==> src/rtl/bfr_pkg.sv <==
// Shared types and constants for the bitstream field reader.
// Used by the channel interfaces, controller, datapath and top level; no dependencies.
`timescale 1ns / 1ps

package bfr_pkg;

    localparam int BUFFER_WORDS  = 256;
    localparam int WORD_ADDR_W   = $clog2(BUFFER_WORDS);
    localparam int NEXT_WORD_W   = WORD_ADDR_W + 1;
    localparam int WORD_BITS     = 32;
    localparam int BYTE_BITS     = 8;
    localparam int BYTE_SHIFT    = $clog2(BYTE_BITS);
    localparam int SCRATCH_W     = 2 * WORD_BITS;
    localparam int FILL_W        = $clog2(SCRATCH_W);
    localparam int COUNT_W       = 6;
    localparam int REM_W         = 5;
    localparam int POS_W         = 14;
    localparam int TOTAL_BYTES_W = 11;
    localparam int DIV_CNT_W     = $clog2(POS_W);

    localparam logic [TOTAL_BYTES_W-1:0] TOTAL_BYTES_RESET = TOTAL_BYTES_W'(1024);
    localparam logic [TOTAL_BYTES_W-1:0] CAP_BYTES         = TOTAL_BYTES_W'(BUFFER_WORDS * 4);
    localparam logic [COUNT_W-1:0]       MAX_COUNT         = COUNT_W'(WORD_BITS);
    localparam logic [DIV_CNT_W-1:0]     DIV_LAST_BIT      = DIV_CNT_W'(POS_W - 1);

    typedef enum logic [1:0] {
        CMD_LOAD    = 2'd0,
        CMD_READ    = 2'd1,
        CMD_ALIGN   = 2'd2,
        CMD_RESTART = 2'd3
    } cmd_code_t;

    typedef enum logic [1:0] {
        STS_OK          = 2'd0,
        STS_OVERFLOW    = 2'd1,
        STS_PAD_NONZERO = 2'd2
    } status_code_t;

    typedef enum logic [2:0] {
        S_IDLE,
        S_REM,
        S_CHECK,
        S_FETCH,
        S_TAKE,
        S_DONE
    } state_t;

    // controller -> datapath
    typedef struct packed {
        logic capture;
        logic rem_step;
        logic fetch_rd;
        logic merge;
        logic take;
        logic set_ovf;
        logic push;
    } dp_cmd_t;

    // datapath -> controller
    typedef struct packed {
        logic n_zero;
        logic overflow;
        logic need_fetch;
        logic rem_last;
    } dp_sts_t;

endpackage

==> src/rtl/bfr_ctrl.sv <==
// Controller for the bitstream field reader: sequences each item through the datapath
// and owns the result valid flag. Depends on bfr_pkg.
`timescale 1ns / 1ps

module bfr_ctrl (
    input  logic             clk,
    input  logic             rst_n,
    input  logic             req_valid,
    input  logic [1:0]       req_command,
    output logic             req_ready,
    input  logic             rsp_ready,
    output logic             rsp_valid,
    input  bfr_pkg::dp_sts_t sts,
    output bfr_pkg::dp_cmd_t cmd
);

    bfr_pkg::state_t    state_reg, state_next;
    bfr_pkg::cmd_code_t req_code;
    logic               rsp_valid_reg, rsp_valid_next;
    logic               accept;
    logic               out_free;

    assign req_code  = bfr_pkg::cmd_code_t'(req_command);
    assign req_ready = (state_reg == bfr_pkg::S_IDLE);
    assign accept    = req_valid && req_ready;
    assign out_free  = !rsp_valid_reg || rsp_ready;
    assign rsp_valid = rsp_valid_reg;

    always_comb
    begin
        state_next = state_reg;
        unique case (state_reg)
            bfr_pkg::S_IDLE:
            begin
                if (accept)
                begin
                    unique case (req_code)
                        bfr_pkg::CMD_READ:  state_next = bfr_pkg::S_CHECK;
                        bfr_pkg::CMD_ALIGN: state_next = bfr_pkg::S_REM;
                        default:            state_next = bfr_pkg::S_DONE;
                    endcase
                end
            end
            bfr_pkg::S_REM:
            begin
                if (sts.rem_last)
                begin
                    state_next = bfr_pkg::S_CHECK;
                end
            end
            bfr_pkg::S_CHECK:
            begin
                if (sts.n_zero || sts.overflow)
                begin
                    state_next = bfr_pkg::S_DONE;
                end
                else if (sts.need_fetch)
                begin
                    state_next = bfr_pkg::S_FETCH;
                end
                else
                begin
                    state_next = bfr_pkg::S_TAKE;
                end
            end
            bfr_pkg::S_FETCH: state_next = bfr_pkg::S_TAKE;
            bfr_pkg::S_TAKE:  state_next = bfr_pkg::S_DONE;
            bfr_pkg::S_DONE:
            begin
                if (out_free)
                begin
                    state_next = bfr_pkg::S_IDLE;
                end
            end
            default: state_next = bfr_pkg::S_IDLE;
        endcase
    end

    always_comb
    begin
        cmd          = '0;
        cmd.capture  = accept;
        cmd.rem_step = (state_reg == bfr_pkg::S_REM);
        cmd.fetch_rd = (state_reg == bfr_pkg::S_CHECK) && !sts.n_zero && !sts.overflow
                       && sts.need_fetch;
        cmd.set_ovf  = (state_reg == bfr_pkg::S_CHECK) && !sts.n_zero && sts.overflow;
        cmd.merge    = (state_reg == bfr_pkg::S_FETCH);
        cmd.take     = (state_reg == bfr_pkg::S_TAKE);
        cmd.push     = (state_reg == bfr_pkg::S_DONE) && out_free;
    end

    always_comb
    begin
        rsp_valid_next = rsp_valid_reg;
        if (cmd.push)
        begin
            rsp_valid_next = 1'b1;
        end
        else if (rsp_ready)
        begin
            rsp_valid_next = 1'b0;
        end
    end

    always_ff @(posedge clk or negedge rst_n)
    begin
        if (!rst_n)
        begin
            state_reg     <= bfr_pkg::S_IDLE;
            rsp_valid_reg <= 1'b0;
        end
        else
        begin
            state_reg     <= state_next;
            rsp_valid_reg <= rsp_valid_next;
        end
    end

endmodule

==> config.mk <==
export PLATFORM = sky130hd
export DESIGN_NAME = bfr_ctrl
export DESIGN_NICKNAME = d
export VERILOG_FILES = /design/src/rtl/bfr_pkg.sv /design/src/rtl/bfr_ctrl.sv
export SDC_FILE = /design/constraint.sdc
export NUM_CORES = 1
export LEC_CHECK = 0
export BUFFER_PORTS_ARGS = -buffer_cell sky130_fd_sc_hd__buf_2
export CORE_AREA = 2 2 39 41
export CTS_BUF_LIST = sky130_fd_sc_hd__clkbuf_4 sky130_fd_sc_hd__clkbuf_8
export DETAILED_ROUTE_END_ITERATION = 8
export DIE_AREA = 0 0 41 43
export PLACE_DENSITY = 0.53
export SLEW_MARGIN = 20
export SYNTH_ARGS = -nofsm -noshare
export SYNTH_HDL_FRONTEND = slang
export SYNTH_SLANG_ARGS = --single-unit
==> constraint.sdc <==
create_clock -name clk -period 1.6 [get_ports clk]
set_clock_uncertainty 0.1 [all_clocks]
set_input_delay 0.16 -clock clk [delete_from_list [all_inputs] [get_ports clk]]
set_output_delay 0.16 -clock clk [all_outputs]
set_load 0.01 [all_outputs]
==> impl_metrics.env, run 1 <==
export IMPL_run_status="finished, final reports clean"
export IMPL_tns_ns=0
export IMPL_p_leak_nw=0.236
export IMPL_multi_input_area_sq_um=215
export IMPL_hold_path_class="input port to register"
export IMPL_hold_viol_final=0
export IMPL_num_antenna_cells=0
export IMPL_yosys_area_top_type="dfrtp_1"
export IMPL_netlist_area_leader_share_pct=27.9
export IMPL_synth_warnings=0
export IMPL_setup_viol=0
export IMPL_finalCritPeriodShare_pct=94.3
export IMPL_clock_latency_ns=0.24
export IMPL_worst_path_max_fanout=9
export IMPL_drt_iter0_drc=1
export IMPL_cp_end_kind="output port"
export IMPL_ys_async_sr_fraction_pct=100
export IMPL_drc=0
export IMPL_antenna_found_initial=0
export IMPL_dpl_instance_area_sq_um=430
export IMPL_post_drt_wl_per_cell_microns=10.8
export IMPL_finalCriticalPeriod_ns=1.51
export IMPL_cpPeakStageDelay_ns=0.47
export IMPL_gr_total_overflow=0
export IMPL_place_congestion=0.752
export IMPL_die_area_sq_um=1760
export IMPL_synth_edf_count=0
export IMPL_core_area_sq_um=1380
export IMPL_cts_tree="yes"
export IMPL_power_density_nw_per_um2=1590
export IMPL_crit_chain="nor2_1 > nand3b_1 > nor2_1 > buf_2"
export IMPL_drt_total_wl_microns=830
export IMPL_path_class="register to output port"
export IMPL_synth_cells=44
export IMPL_final_area_sq_um=469
export IMPL_cap_violations=0
export IMPL_ys_seq_area_share_pct=27.9
export IMPL_vdd_drop_max_uv=489
export IMPL_die_w_microns=41
export IMPL_cp_start_kind="register"
export IMPL_syn_avg_cell_area_sq_um=8.16
export IMPL_io_pins=19
export IMPL_vias_per_cell=4.69
export IMPL_cp_required_ns=1.34
export IMPL_first_pass_iters=2
export IMPL_dp_hpwl_microns=630
export IMPL_vias=361
export IMPL_synth_nets=55
export IMPL_numClockSinks=4
export IMPL_crit_family="flip-flops"
export IMPL_slew_viol_final=0
export IMPL_fin_nets=74
export IMPL_maxSlewHeadroom_pct=82.7
export IMPL_fp_dieH_microns=43
export IMPL_largest_register_ffs=3
export IMPL_rsz0062_at_grt="no"
export IMPL_start_util_pct=25.9
export IMPL_synthDistinctLibCells=23
export IMPL_fillers=153
export IMPL_clk_path_buf_depth=2
export IMPL_regArea_sq_um=104
export IMPL_synth_area_leaders="dfrtp_1 (28%), buf_4 (6.3%), a21oi_1 (5.6%)"
export IMPL_root_buffer="clkbuf_4"
export IMPL_syn2layout_area_growth_pct=30.7
export IMPL_fmax_mhz=663
export IMPL_ys_seq_elements=4
export IMPL_cts_made_buffers=3
export IMPL_drive_above_1_share_pct=47.5
export IMPL_tightestPinTransition_ns=0.257
export IMPL_synthFlopType="dfrtp_1"
export IMPL_grt_max_degree=14
export IMPL_grt_pass1_wl_microns=1170
export IMPL_grt_pass1_vias=303
export IMPL_port_buffers=18
export IMPL_grt_util_all_layers_pct=10.9
export IMPL_cp_num_buf_inv=1
export IMPL_synth_area_sq_um=359
export IMPL_crit_path_frequent_cell="nor2_1"
export IMPL_fp_row_count=14
export IMPL_ant_nets=0
export IMPL_cpMaxStageDelayCell="dfrtp_2"
export IMPL_htreeDepth=1
export IMPL_synth_common_cells="nor2_1 (5), a21oi_1 (4), dfrtp_1 (4)"
export IMPL_worstPathArrival_ns=1.25
export IMPL_cts_clk_slew_worst_paths_ns=0.04
export IMPL_post_synth_top_count_cell="nor2_1"
-- per-stage QoR --
step | cells | worst slack, ns | hold WS [ns] | power [mW] | utilization, %
after global routing | 77 | 0.0250 | 0.164 | 0.815 | 33.9
after CTS | 77 | 0.0187 | 0.111 | 0.748 | 33.5
after floorplan | 44 | 0.211 | -0.236 | 0.546 | -
after global placement | 73 | 0.243 | -0.133 | 0.606 | 31.1
final | 77 | 0.0909 | 0.110 | 0.746 | 33.9
after detailed placement | 73 | 0.216 | -0.134 | 0.611 | 31.1
-- layout make-up --
class / count / share of cell area [%]
Sequential cell: 4 / 22.1
Tap cell: 16 / 4.27
Timing Repair Buffer: 19 / 21.3
Multi-Input combinational cell: 33 / 45.9
Inverter: 2 / 1.60
Clock buffer: 3 / 4.80
-- power by group --
group	internal, mW	leakage [nW]	total (mW)	switching (mW)
sequential	0.148	0.0480	0.249	0.101
clock	0.0839	0.0138	0.126	0.0417
combinational	0.196	0.174	0.372	0.176
total	0.428	0.236	0.746	0.318
-- kinds of logic (layout without fill, tap and decap cells) --
| kind of cell | after synthesis | after routing | synth area share [%] |
|---|---|---|---|
| compound gates | 11 | 11 | 21.3 |
| fa+ha+maj | 1 | 1 | 3.48 |
| flops | 4 | 4 | 27.9 |
| simple gates | 21 | 21 | 34.5 |
| buf+inv | 7 | 24 | 12.9 |
-- worst register-to-register path, cell delays in order (launching register included) --
cell,delay (ns)
dfrtp_2,0.47
nor2_1,0.15
nand3b_1,0.15
a2111oi_2,0.37
-- worst paths after layout --
| path | start | to | slack [ns] | depth (start not counted) |
|---|---|---|---|---|
| min in group asynchronous | rst_n | state_reg[0] | 0.15 | 2 |
| setup reg to reg | state_reg[0] | state_reg[1] | 0.25 | 3 |
| max in group asynchronous | rst_n | state_reg[2] | 1.12 | 2 |
| hold / removal | rsp_ready | rsp_valid | 0.11 | 3 |
| hold reg to reg | rsp_valid | rsp_valid | 0.43 | 2 |
| setup / recovery | state_reg[0] | cmd[4] | 0.09 | 4 |
-- layer usage --
| layer | track usage, % | part of all wire (%) | vias up | wire, microns |
|---|---|---|---|---|
| li1 | - | - | 185 | - |
| met1 | 11.8 | 44 | 160 | 363 |
| met2 | 15.9 | 47 | 13 | 390 |
| met3 | 1.57 | 6.3 | 3 | 52 |
| met4 | 12.0 | 2.8 | 0 | 23 |
| met5 | 0 | 0 | - | 0 |
-- cell usage in the layout (no fill, tap or decap) --
master and instances:
dfrtp_1 1, and2_1 2, dfrtp_2 3, o22ai_1 2
inv_1 2, a21oi_1 4, a2111oi_2 1, or2b_1 1
clkbuf_4 3, nor3_1 3, nand3b_1 2, o21ai_1 1
and2_2 1, nor2b_1 1, nor2b_2 1, nand2b_1 2
nor2_4 1, nand2_1 1, o22a_1 1, and3_2 1
dlygate4sd3_1 1, buf_2 18, nor2_1 5, o21a_1 2
ha_1 1
-- repair_timing --
item / CTS / global route
cloned: 0 / 0
setup buffers: 0 / 0
hold buffers: 1 / 0
resized for setup: 1 / 3
pin swaps: 0 / 0
setup endpoints to repair: 2 / 3
hold endpoints to repair: 4 / 0
No activity file was read; power rests on OpenSTA's default activity.
==> run 2, diff against run 1 <==
- CORE_AREA: 2 2 39 41 -> 8 8 45 47
- DIE_AREA: 0 0 41 43 -> 0 0 53 55
- RECOVER_POWER: unset -> 25
==> impl_metrics.env, run 2 (synthesis results as in run 1) <==
export IMPL_cp_required_ns=1.34
export IMPL_fillers=150
export IMPL_path_class="register to output port"
export IMPL_run_status="finished, final reports clean"
export IMPL_worstReg2RegStart="state_reg[0]"
export IMPL_postLayoutCoreUtil_pct=35.3
export IMPL_cap_violations=0
export IMPL_clock_latency_ns=0.24
export IMPL_r2r_cells=5
export IMPL_vias_per_cell=4.63
export IMPL_fp_dieH_microns=55
export IMPL_cp_end_kind="output port"
export IMPL_grt_max_degree=14
export IMPL_cts_tree="yes"
export IMPL_hold_end="rsp_valid"
export IMPL_start_util_pct=25.9
export IMPL_fin_nets=75
export IMPL_dp_cells=73
export IMPL_fmax_mhz=665
export IMPL_num_antenna_cells=0
export IMPL_grt_pass1_vias=363
export IMPL_hp_start="rsp_ready"
export IMPL_die_area_sq_um=2920
export IMPL_cpMaxStageDelayCell="dfrtp_2"
export IMPL_r2r_slack_ns=0.17
export IMPL_place_congestion=0.812
export IMPL_syn2layout_area_growth_pct=35.9
export IMPL_worstPathArrival_ns=1.24
export IMPL_rsz0062_at_grt="no"
export IMPL_fin_ws_ns=0.0961
export IMPL_vdd_drop_max_uv=534
export IMPL_core_area_sq_um=1380
export IMPL_drc=0
export IMPL_final_cell_count_no_fill=78
export IMPL_finalCriticalPeriod_ns=1.50
export IMPL_post_drt_wl_per_cell_microns=11.9
export IMPL_fp_row_count=14
export IMPL_tightestPinTransition_ns=0.258
export IMPL_tns_ns=0
export IMPL_layout_commonest_cell="buf_2"
export IMPL_ant_nets=0
export IMPL_rr_endpoint="state_reg[1]"
export IMPL_grt_util_all_layers_pct=7.01
export IMPL_finalCritPeriodShare_pct=94.0
export IMPL_antenna_found_initial=0
export IMPL_cp_num_buf_inv=1
export IMPL_first_pass_iters=4
export IMPL_p_leak_nw=0.242
export IMPL_port_buffers=18
export IMPL_worst_path_max_fanout=6
export IMPL_power_density_nw_per_um2=1640
export IMPL_crit_chain="nor2_2 > nand3b_1 > nor2_1 > buf_2"
export IMPL_pre_cts_slack_ns=0.222
export IMPL_gr_total_overflow=0
export IMPL_die_w_microns=53
export IMPL_grt_pass1_wl_microns=1440
export IMPL_io_pins=19
export IMPL_clk_path_buf_depth=2
export IMPL_largest_register_ffs=3
export IMPL_multi_input_area_sq_um=215
export IMPL_cts_made_buffers=3
export IMPL_slew_viol_final=0
export IMPL_setup_viol=0
export IMPL_hold_path_class="input port to register"
export IMPL_vias=361
export IMPL_root_buffer="clkbuf_4"
export IMPL_numClockSinks=4
export IMPL_hold_viol_final=0
export IMPL_hold_depth=3
export IMPL_drt_total_wl_microns=929
export IMPL_drt_iter0_drc=10
export IMPL_crit_family="flip-flops"
export IMPL_regArea_sq_um=104
export IMPL_maxSlewHeadroom_pct=82.7
export IMPL_dp_hpwl_microns=738
export IMPL_drive_above_1_share_pct=46.8
export IMPL_htreeDepth=1
export IMPL_cts_clk_slew_worst_paths_ns=0.04
export IMPL_cpPeakStageDelay_ns=0.44
export IMPL_layout_common_cells="buf_2 (17), nor2_1 (4), a21oi_1 (4)"
export IMPL_cp_start_kind="register"
run 2: changes by cell type in the layout (fill, tap and decap cells not counted), sizes merged:
cell | before | now
clkbuf | 3 | 4
run 2: repair_timing:
item	4_1_cts	5_1_grt
buffers inserted	0	1
endpoints found under the hold margin	4	0
hold buffers	1	0
endpoints found under the setup margin	0	4
gates resized for setup	0	4
run 2: worst max path at each step:
stage	startpoint	to	slack, ns	cells after the start
floorplan	state_reg[2]	cmd[6]	0.21	4
global placement	state_reg[2]	state_reg[1]	0.24	3
detailed placement	state_reg[2]	state_reg[1]	0.22	3
CTS	state_reg[1]	cmd[1]	0.0006	3
global route	state_reg[1]	cmd[1]	0.02	3
finish	state_reg[0]	cmd[4]	0.1	4
run 2: per-layer routing:
metal	GRT usage, %	wire length (microns)
met1	7.50	395
met3	2.41	81
met5	0	0
met2	9.57	424
met4	9.05	27
run 2: stage by stage:
stage	area (sq um)	total power, mW	hold WS, ns
6_report	488	0.802	0.113
5_1_grt	488	0.868	0.165
4_1_cts	463	0.749	0.115
3_5_place_dp	430	0.612	-0.131
3_3_place_gp	430	0.612	-0.133
2_1_floorplan	359	0.546	-0.236
run 2: tightest hold or removal path: stages:
cell and delay, ns:
buf_2 0.08, nand2b_1 0.11, nand2_1 0.05
run 2: final cells by class:
| cell class | count | area share, % |
|---|---|---|
| clock buffer | 3 | 4.62 |
| inverter | 2 | 1.54 |
| sequential | 4 | 21.3 |
| timing repair buffer | 20 | 24.4 |
| tap | 16 | 4.10 |
| multi-input combinational | 33 | 44.1 |
run 2: power by group:
group	leakage, nW	total [mW]	switching (mW)	internal (mW)
Sequential	0.0480	0.236	0.0882	0.148
Combinational	0.180	0.436	0.196	0.240
Clock	0.0138	0.129	0.0449	0.0841
Total	0.242	0.802	0.329	0.473
==> run 3, diff against run 2 <==
- GPL_TIMING_DRIVEN: unset -> 0
==> impl_metrics.env, run 3 (synthesis results as in run 1) <==
export IMPL_fmax_mhz=638
export IMPL_path_class="register to output port"
export IMPL_drc=0
export IMPL_cts_clk_slew_worst_paths_ns=0.04
export IMPL_multi_input_area_sq_um=226
export IMPL_syn2layout_area_growth_pct=59.6
export IMPL_htreeDepth=1
export IMPL_io_pins=19
export IMPL_layout_commonest_cell="buf_2"
export IMPL_cap_violations=0
export IMPL_clk_path_buf_depth=2
export IMPL_met2_usage_pct=10.5
export IMPL_place_congestion=0.769
export IMPL_fin_nets=85
export IMPL_port_buffers=18
export IMPL_slew_viol_final=0
export IMPL_power_density_nw_per_um2=1640
export IMPL_clock_latency_ns=0.24
export IMPL_fp_row_count=14
export IMPL_cts_made_buffers=3
export IMPL_fin_ws_ns=0.0316
export IMPL_grt_pass1_vias=384
export IMPL_gr_total_overflow=0
export IMPL_vdd_drop_max_uv=496
export IMPL_run_status="finished, final reports clean"
export IMPL_grt_max_degree=11
export IMPL_cp_end_kind="output port"
export IMPL_vias=406
export IMPL_worst_path_max_fanout=5
export IMPL_met1_usage_pct=8.59
export IMPL_pre_cts_slack_ns=0.206
export IMPL_tns_ns=0
export IMPL_setup_viol=0
export IMPL_ant_nets=0
export IMPL_die_w_microns=53
export IMPL_root_buffer="clkbuf_4"
export IMPL_largest_register_ffs=3
export IMPL_finalCriticalPeriod_ns=1.57
export IMPL_dp_hpwl_microns=740
export IMPL_grt_util_met3_pct=1.87
export IMPL_start_util_pct=25.9
export IMPL_drt_iter0_drc=18
export IMPL_dp_cells=78
export IMPL_post_drt_wl_per_cell_microns=12.8
export IMPL_numClockSinks=4
export IMPL_core_area_sq_um=1380
export IMPL_antenna_found_initial=0
export IMPL_vias_per_cell=4.61
export IMPL_fillers=152
export IMPL_grt_util_all_layers_pct=7.07
export IMPL_p_leak_nw=0.297
export IMPL_cp_start_kind="register"
export IMPL_fp_dieH_microns=55
export IMPL_cp_required_ns=1.34
export IMPL_worstPathArrival_ns=1.31
export IMPL_drive_above_1_share_pct=51.4
export IMPL_hold_viol_final=0
export IMPL_cts_tree="yes"
export IMPL_grt_pass1_wl_microns=1570
export IMPL_layout_common_cells="buf_2 (17), buf_4 (7), nor2_1 (5)"
export IMPL_first_pass_iters=4
export IMPL_hold_path_class="input port to register"
export IMPL_maxSlewHeadroom_pct=81.3
export IMPL_num_antenna_cells=0
export IMPL_final_cell_count_no_fill=88
export IMPL_r2r_slack_ns=0.11
export IMPL_regArea_sq_um=100
export IMPL_die_area_sq_um=2920
export IMPL_total_power_uw=941
export IMPL_tightestPinTransition_ns=0.279
export IMPL_grt_busiest_layer="met2"
export IMPL_finalCritPeriodShare_pct=98.0
export IMPL_drt_total_wl_microns=1120
==> run 3: changes by cell type in the layout (fill, tap and decap cells not counted), sizes merged <==
cell	before	now
buf	18	28
==> run 3: final timing paths <==
check,from,depth (start not counted),to
worst max-delay path,state_reg[1],5,cmd[0]
worst min register to register,rsp_valid,2,rsp_valid
min in group asynchronous,rst_n,2,state_reg[0]
worst min-delay path,rsp_ready,3,rsp_valid
worst max register to register,state_reg[0],5,state_reg[1]
max in group asynchronous,rst_n,2,rsp_valid
==> run 3: critical path: stages (launching register included) <==
cell	delay (ns)
dfrtp_1	0.38
buf_6	0.14
nand3b_1	0.21
nor2_1	0.14
buf_4	0.11
buf_6	0.09
==> run 3: stage by stage <==
step                      util, %  hold WS, ns  instance area, sq um
final                        41.4        0.136                   573
after global routing         41.4        0.158                   573
after CTS                    37.0        0.113                   512
after detailed placement     33.9       -0.130                   469
after global placement       33.9       -0.133                   469
after floorplan                 -       -0.236                   359
==> run 3: per-layer routing <==
layer  vias up  wire length (microns)
li1        210                      -
met1       178                    456
met2        16                    551
met3         2                     96
met4         0                     17
met5         -                      0
==> run 3: power by group <==
part / total, mW / switching, mW / leakage [nW] / internal [mW]
sequential: 0.166 / 0.0232 / 0.0519 / 0.142
clock: 0.130 / 0.0459 / 0.0138 / 0.0842
combinational: 0.645 / 0.313 / 0.232 / 0.332
total: 0.941 / 0.382 / 0.297 / 0.559
==> run 3: area by class of cell <==
| type | instances | area share, % |
|---|---|---|
| Buffer | 5 | 8.52 |
| Clock buffer | 3 | 3.93 |
| Inverter | 2 | 1.31 |
| Multi-Input combinational cell | 33 | 39.5 |
| Sequential cell | 4 | 17.5 |
| Tap cell | 16 | 3.49 |
| Timing Repair Buffer | 25 | 25.8 |
==> run 3: timing repair <==
action,4_1_cts,5_1_grt
setup buffers,0,5
hold endpoints to repair,4,0
hold buffers,1,0
endpoints found under the setup margin,2,3
pin swaps,0,2
resized for setup,3,4
cloned,0,1
